**config.mk**
```make
export PLATFORM = sky130hd
export DESIGN_NAME = block_reference_count_table_top
export DESIGN_NICKNAME = d
export VERILOG_FILES = /design/src/rtl/core/brct_pkg.sv /design/src/rtl/core/brct_front.sv /design/src/rtl/core/brct_back.sv /design/src/rtl/core/block_reference_count_table_top.sv
export SDC_FILE = /design/constraint.sdc
export NUM_CORES = 2
export LEC_CHECK = 0
export BUFFER_PORTS_ARGS = -buffer_cell sky130_fd_sc_hd__buf_2
export CAP_MARGIN = 10
export CELL_PAD_IN_SITES_DETAIL_PLACEMENT = 1
export CELL_PAD_IN_SITES_GLOBAL_PLACEMENT = 1
export CORE_MARGIN = 5
export CORE_UTILIZATION = 50
export CTS_CLUSTER_DIAMETER = 80
export DETAILED_ROUTE_END_ITERATION = 6
export PLACE_DENSITY_LB_ADDON = 0.1
export SLEW_MARGIN = 20
export SYNTH_ARGS = -nofsm -noshare
export SYNTH_HDL_FRONTEND = slang
export SYNTH_SLANG_ARGS = --single-unit
```
**constraint.sdc**
```tcl
create_clock -name clk -period 8.9 [get_ports clk]
set_input_delay 0.89 -clock clk [delete_from_list [all_inputs] [get_ports clk]]
set_output_delay 0.89 -clock clk [all_outputs]
set_load 0.01 [all_outputs]
```
**src/rtl/core/brct_pkg.sv**
```systemverilog
// brct_pkg: shared types, codes and sizes of the block reference count table.
// No dependencies; imported by brct_front, brct_back and the top level.
package brct_pkg;

  localparam int ENTRIES = 16;
  localparam int IDX_W   = (ENTRIES > 1) ? $clog2(ENTRIES) : 1;
  localparam int FILL_W  = $clog2(ENTRIES + 1);
  localparam int MAX_OUT = 16;

  localparam logic [1:0] CMD_CHECK = 2'd0;
  localparam logic [1:0] CMD_SCAN  = 2'd1;
  localparam logic [1:0] CMD_CLEAR = 2'd2;
  localparam logic [1:0] CMD_RSVD  = 2'd3;

  localparam logic [1:0] STAT_OK   = 2'd0;
  localparam logic [1:0] STAT_FULL = 2'd1;
  localparam logic [1:0] STAT_NONE = 2'd2;

  localparam logic [7:0] COUNT_MAX = 8'hFF;

  typedef enum logic [1:0] {
    KIND_CHECK,
    KIND_SCAN,
    KIND_NONE,
    KIND_CLEAR
  } kind_t;

  typedef struct packed {
    kind_t       kind;
    logic [31:0] blk;
    logic [39:0] size;
    logic [4:0]  want;
  } item_t;

  typedef struct packed {
    logic [31:0] blk;
    logic [39:0] size;
    logic [7:0]  count;
  } slot_t;

  typedef struct packed {
    logic        strobe;
    logic [3:0]  index;
    logic [31:0] blk;
    logic [39:0] size;
    logic [7:0]  count;
    logic [1:0]  status;
    logic        last;
  } result_t;

endpackage

```
**src/rtl/core/brct_front.sv**
```systemverilog
// brct_front: takes commands, classifies them and holds them in a two-entry queue.
// Depends on brct_pkg.
module brct_front import brct_pkg::*; (
  input  logic        clk,
  input  logic        rst_n,
  input  logic        start,
  output logic        busy,
  input  logic [1:0]  in_command,
  input  logic [31:0] in_block_addr,
  input  logic [39:0] in_file_size,
  input  logic [4:0]  in_max_matches,
  output logic        q_vld,
  output item_t       q_item,
  input  logic        q_pop
);

  logic [1:0] cnt_r, cnt_nxt;
  logic       head_r, head_nxt;
  item_t      ent_r [2];
  item_t      item_in;
  logic       push;
  logic       tail;
  logic [4:0] want;

  always_comb begin
    want = (in_max_matches > 5'(MAX_OUT)) ? 5'(MAX_OUT) : in_max_matches;
    item_in.blk  = in_block_addr;
    item_in.size = in_file_size;
    item_in.want = want;
    unique case (in_command)
      CMD_CHECK: item_in.kind = KIND_CHECK;
      CMD_SCAN:  item_in.kind = (want == 5'd0) ? KIND_NONE : KIND_SCAN;
      CMD_CLEAR: item_in.kind = KIND_CLEAR;
      default:   item_in.kind = KIND_CHECK;
    endcase
  end

  assign busy   = (cnt_r == 2'd2);
  assign push   = start && !busy && (in_command != CMD_RSVD);
  assign tail   = head_r ^ cnt_r[0];
  assign q_vld  = (cnt_r != 2'd0);
  assign q_item = ent_r[head_r];

  always_comb begin
    cnt_nxt  = cnt_r;
    head_nxt = head_r;
    if (q_pop && q_vld) begin
      head_nxt = ~head_r;
    end
    case ({push, q_pop && q_vld})
      2'b10:   cnt_nxt = cnt_r + 2'd1;
      2'b01:   cnt_nxt = cnt_r - 2'd1;
      default: cnt_nxt = cnt_r;
    endcase
  end

  always_ff @(posedge clk) begin
    if (!rst_n) begin
      cnt_r  <= 2'd0;
      head_r <= 1'b0;
    end else begin
      cnt_r  <= cnt_nxt;
      head_r <= head_nxt;
    end
  end

  always_ff @(posedge clk) begin
    if (push) begin
      ent_r[tail] <= item_in;
    end
  end

endmodule

```
**src/rtl/core/brct_back.sv**
```systemverilog
// brct_back: slot memory and the sequencer that walks it for check, scan and clear.
// Depends on brct_pkg; fed by brct_front.
module brct_back import brct_pkg::*; (
  input  logic    clk,
  input  logic    rst_n,
  input  logic    q_vld,
  input  item_t   q_item,
  output logic    q_pop,
  output result_t res
);

  typedef enum logic [1:0] {
    S_IDLE,
    S_RUN,
    S_END
  } state_t;

  state_t            state_r, state_nxt;
  item_t             cur_r, cur_nxt;
  logic [FILL_W-1:0] fill_r, fill_nxt;
  logic [FILL_W-1:0] rd_idx_r, rd_idx_nxt;
  logic              cmp_vld_r;
  logic [IDX_W-1:0]  cmp_idx_r;
  logic              pend_vld_r, pend_vld_nxt;
  logic [IDX_W-1:0]  pend_idx_r, pend_idx_nxt;
  slot_t             pend_slot_r, pend_slot_nxt;
  logic [4:0]        nmatch_r, nmatch_nxt;
  result_t           res_r, res_nxt;

  slot_t             mem [ENTRIES];
  slot_t             rd_data_r;
  logic              rd_en;
  logic [IDX_W-1:0]  rd_addr;
  logic              wr_en;
  logic [IDX_W-1:0]  wr_addr;
  slot_t             wr_data;

  logic              hit_blk, hit_key, at_end, stop;

  assign hit_blk = (rd_data_r.blk == cur_r.blk);
  assign hit_key = hit_blk && (rd_data_r.size == cur_r.size);
  assign at_end  = (FILL_W'(cmp_idx_r) == fill_r - FILL_W'(1));
  assign res     = res_r;

  always_comb begin
    state_nxt     = state_r;
    cur_nxt       = cur_r;
    fill_nxt      = fill_r;
    rd_idx_nxt    = rd_idx_r;
    pend_vld_nxt  = pend_vld_r;
    pend_idx_nxt  = pend_idx_r;
    pend_slot_nxt = pend_slot_r;
    nmatch_nxt    = nmatch_r;
    res_nxt       = '0;
    q_pop         = 1'b0;
    rd_en         = 1'b0;
    rd_addr       = rd_idx_r[IDX_W-1:0];
    wr_en         = 1'b0;
    wr_addr       = cmp_idx_r;
    wr_data       = rd_data_r;
    stop          = 1'b0;
    unique case (state_r)
      S_IDLE: begin
        if (q_vld) begin
          q_pop   = 1'b1;
          cur_nxt = q_item;
          unique case (q_item.kind)
            KIND_CLEAR: begin
              fill_nxt       = '0;
              res_nxt.strobe = 1'b1;
              res_nxt.status = STAT_OK;
              res_nxt.last   = 1'b1;
            end
            KIND_NONE: begin
              res_nxt.strobe = 1'b1;
              res_nxt.status = STAT_NONE;
              res_nxt.last   = 1'b1;
            end
            default: begin
              nmatch_nxt   = 5'd0;
              pend_vld_nxt = 1'b0;
              if (fill_r == '0) begin
                state_nxt = S_END;
              end else begin
                rd_en      = 1'b1;
                rd_addr    = '0;
                rd_idx_nxt = FILL_W'(1);
                state_nxt  = S_RUN;
              end
            end
          endcase
        end
      end
      S_RUN: begin
        if (cmp_vld_r) begin
          if (cur_r.kind == KIND_CHECK) begin
            if (hit_key) begin
              wr_en         = 1'b1;
              wr_data.count = (rd_data_r.count == COUNT_MAX) ? COUNT_MAX
                                                             : rd_data_r.count + 8'd1;
              res_nxt.strobe = 1'b1;
              res_nxt.index  = 4'(cmp_idx_r);
              res_nxt.blk    = rd_data_r.blk;
              res_nxt.size   = rd_data_r.size;
              res_nxt.count  = wr_data.count;
              res_nxt.status = STAT_OK;
              res_nxt.last   = 1'b1;
              state_nxt      = S_IDLE;
              stop           = 1'b1;
            end else if (at_end) begin
              state_nxt = S_END;
              stop      = 1'b1;
            end
          end else begin
            if (hit_blk) begin
              if (pend_vld_r) begin
                res_nxt.strobe = 1'b1;
                res_nxt.index  = 4'(pend_idx_r);
                res_nxt.blk    = pend_slot_r.blk;
                res_nxt.size   = pend_slot_r.size;
                res_nxt.count  = pend_slot_r.count;
                res_nxt.status = STAT_OK;
              end
              pend_vld_nxt  = 1'b1;
              pend_idx_nxt  = cmp_idx_r;
              pend_slot_nxt = rd_data_r;
              nmatch_nxt    = nmatch_r + 5'd1;
              if (nmatch_r + 5'd1 == cur_r.want) begin
                state_nxt = S_END;
                stop      = 1'b1;
              end
            end
            if (at_end) begin
              state_nxt = S_END;
              stop      = 1'b1;
            end
          end
        end
        if (!stop && (rd_idx_r < fill_r)) begin
          rd_en      = 1'b1;
          rd_idx_nxt = rd_idx_r + FILL_W'(1);
        end
      end
      S_END: begin
        state_nxt      = S_IDLE;
        res_nxt.strobe = 1'b1;
        res_nxt.last   = 1'b1;
        if (cur_r.kind == KIND_CHECK) begin
          if (fill_r == FILL_W'(ENTRIES)) begin
            res_nxt.status = STAT_FULL;
          end else begin
            wr_en          = 1'b1;
            wr_addr        = fill_r[IDX_W-1:0];
            wr_data.blk    = cur_r.blk;
            wr_data.size   = cur_r.size;
            wr_data.count  = 8'd1;
            fill_nxt       = fill_r + FILL_W'(1);
            res_nxt.index  = 4'(fill_r);
            res_nxt.blk    = cur_r.blk;
            res_nxt.size   = cur_r.size;
            res_nxt.count  = 8'd1;
            res_nxt.status = STAT_OK;
          end
        end else if (pend_vld_r) begin
          res_nxt.index  = 4'(pend_idx_r);
          res_nxt.blk    = pend_slot_r.blk;
          res_nxt.size   = pend_slot_r.size;
          res_nxt.count  = pend_slot_r.count;
          res_nxt.status = STAT_OK;
        end else begin
          res_nxt.status = STAT_NONE;
        end
      end
      default: state_nxt = S_IDLE;
    endcase
  end

  always_ff @(posedge clk) begin
    if (!rst_n) begin
      state_r    <= S_IDLE;
      fill_r     <= '0;
      cmp_vld_r  <= 1'b0;
      pend_vld_r <= 1'b0;
      res_r      <= '0;
    end else begin
      state_r    <= state_nxt;
      fill_r     <= fill_nxt;
      cmp_vld_r  <= rd_en;
      pend_vld_r <= pend_vld_nxt;
      res_r      <= res_nxt;
    end
    cur_r       <= cur_nxt;
    rd_idx_r    <= rd_idx_nxt;
    cmp_idx_r   <= rd_addr;
    pend_idx_r  <= pend_idx_nxt;
    pend_slot_r <= pend_slot_nxt;
    nmatch_r    <= nmatch_nxt;
  end

  always_ff @(posedge clk) begin
    if (wr_en) begin
      mem[wr_addr] <= wr_data;
    end
  end

  always_ff @(posedge clk) begin
    if (rd_en) begin
      rd_data_r <= mem[rd_addr];
    end
  end

endmodule

```
**src/rtl/core/block_reference_count_table_top.sv**
```systemverilog
// block_reference_count_table_top: top level of the block reference count table.
// Depends on brct_pkg, brct_front and brct_back.
//
// Command channel: a command is transferred at a rising edge with start high and
// busy low. Check (0) finds or appends a (block address, file size) slot and bumps
// its count; scan (1) returns up to max_matches slots with the given address in
// insertion order; clear (2) empties the table. Code 3 is taken and dropped.
// Result channel: each result is on the out_ ports for one cycle with out_strobe
// high; out_is_last marks the final result of a command. The receiver cannot
// stall, so results are never held.
// A two-entry command queue sits in front of the sequencer; busy is high while
// it is full. The sequencer reads one slot per cycle from the slot memory, in
// slot order: a check stops at the first slot with its address and size, a
// scan at max_matches matches or after the last filled slot. Clear and a scan
// with max_matches zero are answered from the idle state without a read. The
// sequencer takes the next queued command only after the current one has given
// its last result, while the queue can still take commands behind it.
// Synchronous reset empties the table and the queue; no clearing pass is needed.
module block_reference_count_table_top import brct_pkg::*; (
  input  logic        clk,
  input  logic        rst_n,
  input  logic        start,
  output logic        busy,
  input  logic [1:0]  in_command,
  input  logic [31:0] in_block_addr,
  input  logic [39:0] in_file_size,
  input  logic [4:0]  in_max_matches,
  output logic        out_strobe,
  output logic [3:0]  out_entry_index,
  output logic [31:0] out_entry_block,
  output logic [39:0] out_entry_size,
  output logic [7:0]  out_ref_count,
  output logic [1:0]  out_status,
  output logic        out_is_last
);

  logic    q_vld;
  item_t   q_item;
  logic    q_pop;
  result_t res;

  brct_front u_front (
    .clk            (clk),
    .rst_n          (rst_n),
    .start          (start),
    .busy           (busy),
    .in_command     (in_command),
    .in_block_addr  (in_block_addr),
    .in_file_size   (in_file_size),
    .in_max_matches (in_max_matches),
    .q_vld          (q_vld),
    .q_item         (q_item),
    .q_pop          (q_pop)
  );

  brct_back u_back (
    .clk    (clk),
    .rst_n  (rst_n),
    .q_vld  (q_vld),
    .q_item (q_item),
    .q_pop  (q_pop),
    .res    (res)
  );

  assign out_strobe      = res.strobe;
  assign out_entry_index = res.index;
  assign out_entry_block = res.blk;
  assign out_entry_size  = res.size;
  assign out_ref_count   = res.count;
  assign out_status      = res.status;
  assign out_is_last     = res.last;

endmodule
```
Word-level counts from Yosys, hierarchy flattened
Memory sizes are Yosys's and may differ from the RTL's. A register that Yosys moved wholly into a read port is not among the register bits.
Index checks and enable logic that the tools add are counted.
{"block": "totals", "register_bits": 277, "latchBits": 0, "ram_bits": 1438, "romBits": 0, "in_bits": 82, "out_inout_bits": 89, "mem_count": 2}
{"name": "u_back.mem", "depth": 16, "width": 80, "rd": 1, "rd_ports_with_merged_regs": 1, "wr": 1, "line_no": "brct_back.sv:30", "rtl": "slot_t mem [ENTRIES];"}
{"name": "u_front.ent_r", "depth": 2, "width": 79, "rd": 1, "rd_ports_with_merged_regs": 1, "wr": 1, "line_no": "brct_front.sv:19", "rtl": "item_t ent_r [2];"}
{"block": "classes", "addsub": 7, "multipliers": 0, "div": 0, "n_lt_le_gt_ge": 2, "eq_ne": 29, "n_shift": 0, "mux": 97, "n_bitwise": 3, "reduce_logical": 22}
{"cell": "2-to-1 mux 87 bit", "count": 3}
{"cell": "2-to-1 mux 88 bit", "count": 2}
{"cell": "2-to-1 mux 84 bit", "count": 2}
{"cell": "case mux 84 bit (2 select lines)", "count": 1}
{"cell": "2-to-1 mux 80 bit", "count": 2}
{"cell": "2-to-1 mux 86 bit", "count": 1}
{"cell": "2-to-1 mux 72 bit", "count": 1}
{"cell": "2-to-1 mux 5 bit", "count": 14}
{"cell": "equality test 40 bit", "count": 1}
{"cell": "2-to-1 mux 1 bit", "count": 34}
{"cell": "equality test 32 bit", "count": 1}
{"cell": "2-to-1 mux 8 bit", "count": 4}
{"cell": "case mux 5 bit (2 select lines)", "count": 3}
{"cell": "2-to-1 mux 4 bit", "count": 7}
{"cell": "2-to-1 mux 2 bit", "count": 12}
{"cell": "case mux 8 bit (2 select lines)", "count": 1}
{"cell": "adder 5 x 1 -> 5 bit (second input constant)", "count": 3}
{"cell": "!= test 2 bit (second input constant)", "count": 7}
{"cell": "equality test 2 bit (second input constant)", "count": 6}
{"cell": "case mux 2 bit (2 select lines)", "count": 3}
{"cell": "AND reduction 6 bit", "count": 2}
{"cell": "logical NOT 5 bit", "count": 2}
{"cell": "AND reduction 5 bit", "count": 2}
{"cell": "case mux 3 bit (3 select lines)", "count": 1}
{"cell": "other kinds (27)", "count": 45}

Depth between registers and ports, before layout
{"block": "depth", "depth_word": 12, "ltp_mapped": 14}

Cells and area by module
A second synthesis with hierarchy kept.
{"block": "hier_totals", "cells_unflattened": 4544, "hier_area_um2": 69869.5}
{"mod": "brct_back", "n_inst": 1, "cells_each": 4255, "area_per_inst_um2": 63837.5, "seq_area_each_um2": 48056.1}
{"mod": "brct_front", "n_inst": 1, "cells_each": 289, "area_per_inst_um2": 6032.0, "seq_area_each_um2": 4824.6}

Least setup slack after synthesis
Ideal clock, no wire load.
{"block": "synth_timing", "path_kind": "flip-flop to flip-flop", "start": "register u_back.fill_r[0]", "end": "memory u_back.mem[0][0] in the netlist's numbering (enable)", "arrival_ns": 7.277, "required_time_ns": 8.284, "setup_slack_ns": 1.007, "path_stages_with_launch": 10, "n_path_buf": 3, "period_less_slack_ns": 7.893, "path_cell_list": "dfxtp_1 -> buf_2 -> inv_1 -> ha_1 -> and4bb_1 -> nor2_1 -> clkbuf_1 -> clkbuf_1 -> a21oi_1 -> nor3_1"}
{"block": "synth_between", "elab_chain_len": 6, "word_cells_on_any_way": 9}
{"item": "from (decl)", "line_no": "brct_back.sv:20", "rtl": "logic [FILL_W-1:0] fill_r, fill_nxt;"}
{"item": "from (signal assigned)", "line_no": "brct_back.sv:187", "rtl": "fill_r <= fill_nxt;"}
{"item": "equality test 5 bit", "line_no": "brct_back.sv:149", "rtl": "if (fill_r == FILL_W'(ENTRIES)) begin"}
{"item": "2-to-1 mux 1 bit", "line_no": "brct_back.sv:149"}
{"item": "2-to-1 mux 1 bit", "line_no": "brct_back.sv:148", "rtl": "if (cur_r.kind == KIND_CHECK) begin"}
{"item": "case mux 1 bit (2 select lines)", "line_no": "brct_back.sv:62", "rtl": "unique case (state_r)"}
{"item": "2-to-1 mux 1 bit", "line_no": "brct_back.sv:201", "rtl": "if (wr_en) begin"}
{"item": "2-to-1 mux 1 bit (not written as such)", "line_no": "brct_back.sv:202", "rtl": "mem[wr_addr] <= wr_data;"}
{"item": "to (decl)", "line_no": "brct_back.sv:30"}
Parallel ways exist; a longest one is shown, timed or not.

Final worst setup path
{"block": "layout_timing", "start": "register u_back.rd_data_r[63] (netlist name)", "end": "memory u_back.mem[14][15] in the netlist's numbering (enable)"}
{"block": "layout_between", "elab_chain_len": 8}
{"item": "equality test 32 bit", "line_no": "brct_back.sv:40", "rtl": "assign hit_blk = (rd_data_r.blk == cur_r.blk);"}
{"item": "logical AND 1 bit", "line_no": "brct_back.sv:41", "rtl": "assign hit_key = hit_blk && (rd_data_r.size == cur_r.size);"}
{"item": "2-to-1 mux 1 bit", "line_no": "brct_back.sv:97", "rtl": "if (hit_key) begin"}
{"item": "2-to-1 mux 1 bit", "line_no": "brct_back.sv:96", "rtl": "if (cur_r.kind == KIND_CHECK) begin"}
{"item": "2-to-1 mux 1 bit", "line_no": "brct_back.sv:95", "rtl": "if (cmp_vld_r) begin"}
{"item": "case mux 1 bit (2 select lines)", "line_no": "brct_back.sv:62"}
{"item": "2-to-1 mux 1 bit", "line_no": "brct_back.sv:201"}
{"item": "2-to-1 mux 1 bit (not written as such)", "line_no": "brct_back.sv:202"}
Every way passes these cells.

==> flow_summary.ini <==
[clocking]
root_buffer = clkbuf_16
cts_hold_buffers = 0
cts_inserted_buffers = 184
ctsResizeCount = 0
path_clk_slew_ns = 0.06
h-tree-depth = 4
cts_buffer_depth = 3
cts_tree = yes
clock_sinks = 1796
post-cts-setup-buffers = 0
clk_latency_ns = 0.82

[worst_setup_path]
max_stage_delay_ns = 0.81
cp_cell_sequence = xnor2_1, nand4_1, nor4_1, nand3_1, o31ai_1, o221ai_1, nor2_4, buf_4, buf_4
cp_max_fo = 45
startpoint_type = flop
cp_common_cell = buf_4
worstPathArrival_ns = 5.86
end_kind = flop
crit_family = simple AND/OR/NAND/NOR gates
cp.required_ns = 9.29
critPathBufInv = 2
path_class = flop to flop
slowest_stage = buf_4

[power_and_ir_drop]
design_power_total_uw = 20800
p_leak_uw = 0.0268
power_density_nw_per_um2 = 260
ir_drop_mv = 0.225

[drt]
wirelength_met1_microns = 89100
drtIter0Drc = 3838
wl_microns = 208000
route.met3.wl_microns = 13400
antenna_left = 0
firstDrtPassIters = 5
drc = 0
routed.top_layer = met4
post_drt_wl_per_cell_microns = 31.6
viasPerCell = 6.28
wl_met2_microns = 101000
vias = 41372

[synthesis]
syn_inst = 4394
synth_area_sq_um = 71000
dominantRegCellSynth = edfxtp_1
yosysSeqAreaShare_pct = 74.5
synth_top_area_share_pct = 71.5
synth_cell_types = 60
synth_edf_count = 1691
synth_area_leader_cell = edfxtp_1
async_flop_share_pct = 0
synth_area_leaders = edfxtp_1, mux2_2, dfxtp_1
syn_area_per_cell_sq_um = 16.2
yosysWarnings = 0
syn_nets = 4493
ys_ff_latch = 1796

[timing]
finalSetupTns_ns = 0
slew_headroom_pct = 20.3
setup-violations-final = 0
hold_violations = 0
period_share_pct = 61.5
finalClockSkew_ns = 0.0586
fin_crit_ns = 5.47
fmax_ghz = 0.183
rsz0062_at_grt = no
drv_slew = 0
worst_pin_slew_ns = 1.18

[final_layout]
drive_gt1_share_pct = 20.2
area_growth_pct = 12.8
num-fill-cells = 12805
final_area_sq_um = 80100
final_cell_mix = edfxtp_1, nand2_1, mux2_2, a21oi_1, clkbuf_16
nets = 4638
final_common_cell = edfxtp_1

[global_routing]
grtUsageTotal_pct = 27.3
grt_max_degree = 117
grt_pass1_wl_microns = 303000
grt-ovfl-total = 0
antenna_found_initial = 8
grt_pass1_vias = 43096

[placed_design]
placed_area_sq_um = 74100
gp_congestion = 0.790
hpwl_microns = 116000
io_buffers = 170

[die]
core_sq_um = 141000
die_h_microns = 387
rows = 138
start_util_pct = 50.2
pin_count = 171
die_w_microns = 387
die-area_sq_um = 150000

[job]
cap_violations = 0

[outcome]
status = finished clean

[min_path]
hold_path_class = input port to flop
==> stage by stage <==
step	util, %	instances	worst slack, ns	hold slack (ns)
5_1_grt	56.7	6586	3.12	0.229
3_3_place_gp	52.4	6242	3.16	0.421
4_1_cts	56.7	6585	3.28	0.203
2_1_floorplan	-	4394	1.01	0.407
6_report	56.7	6588	3.43	0.269
3_5_place_dp	52.4	6242	3.37	0.428
==> registers in the layout, indices dropped and copies added (netlist names), named ones only <==
register / count
u_back.cmp_idx_r: 4
u_back.cmp_vld_r: 1
u_back.cur_r: 79
u_back.fill_r: 5
u_back.mem: 1280
u_back.nmatch_r: 5
u_back.pend_idx_r: 4
u_back.pend_slot_r: 80
u_back.pend_vld_r: 1
u_back.rd_data_r: 80
u_back.rd_idx_r: 5
u_back.res: 88
u_back.state_r: 2
u_front.cnt_r: 2
u_front.ent_r: 158
u_front.head_r: 1
==> routing by layer <==
metal / vias to the layer above / global-route usage [%]
li1: 17623 / -
met1: 21849 / 38.7
met2: 1624 / 45.0
met3: 276 / 3.88
met4: 0 / 6.74
met5: - / 0
==> layout make-up <==
cell class	count	area, sq um	share of cell area [%]
sequential	1796	52900	66.0
multi-input combinational	2278	17100	21.3
clock buffer	257	5190	6.48
tap	1890	2360	2.95
timing repair buffer	252	1720	2.14
clock inverter	86	807	1.01
inverter	27	111	0.139
antenna	2	5.00	0.00625
==> where the power goes <==
| part | switching [uW] | total (uW) | leakage [uW] | internal (uW) |
|---|---|---|---|---|
| combinational | 1890 | 2630 | 0.00775 | 739 |
| sequential | 332 | 10500 | 0.0161 | 10200 |
| clock | 3270 | 7670 | 0.00294 | 4400 |
==> kinds of logic (layout without fill, tap and decap cells) <==
logic type	count (synthesis)	in the layout	synth area share, %
other	0	2	0
AOI/OAI and AO/OA	953	953	9.39
xor gates and xnor gates	100	100	1.23
muxes	560	560	8.74
and+or+nand+nor	648	648	4.02
DFF	1796	1796	74.5
adders and majority gates	17	17	0.299
buffers and inverters	320	622	1.86
==> cells in the mapped netlist (all sizes together) (2+ instances only) <==
cell	n
dfxtp	105
o2bb2ai	4
a22oi	3
nand2b	2
xor2	9
o22ai	4
a221oi	164
and3	6
nor2	64
nor3	19
nand4	26
o221ai	81
a22o	73
mux2	478
o31ai	2
o21ai	100
nor4	5
edfxtp	1691
or2	3
mux2i	82
nor2b	90
o211ai	2
a211oi	2
buf	67
a21oi	262
a31oi	85
o21a	3
xnor2	91
nor3b	2
nand3	12
ha	17
clkbuf	226
o32ai	83
a21o	77
nand2	409
and2	5
a221o	2
and4	2
inv	27
==> worst paths after layout <==
check,start,endpoint,slack (ns),cells after the start
max reg2reg,u_back.rd_data_r[63],u_back.mem[14][15],3.43,9
min,in_block_addr[21],u_front.ent_r[1][66],0.27,1
min reg2reg,u_back.pend_slot_r[78],u_back.res[81],0.44,1
max,u_back.rd_data_r[63],u_back.mem[14][15],3.43,9
No activity file was read; power rests on OpenSTA's default activity.
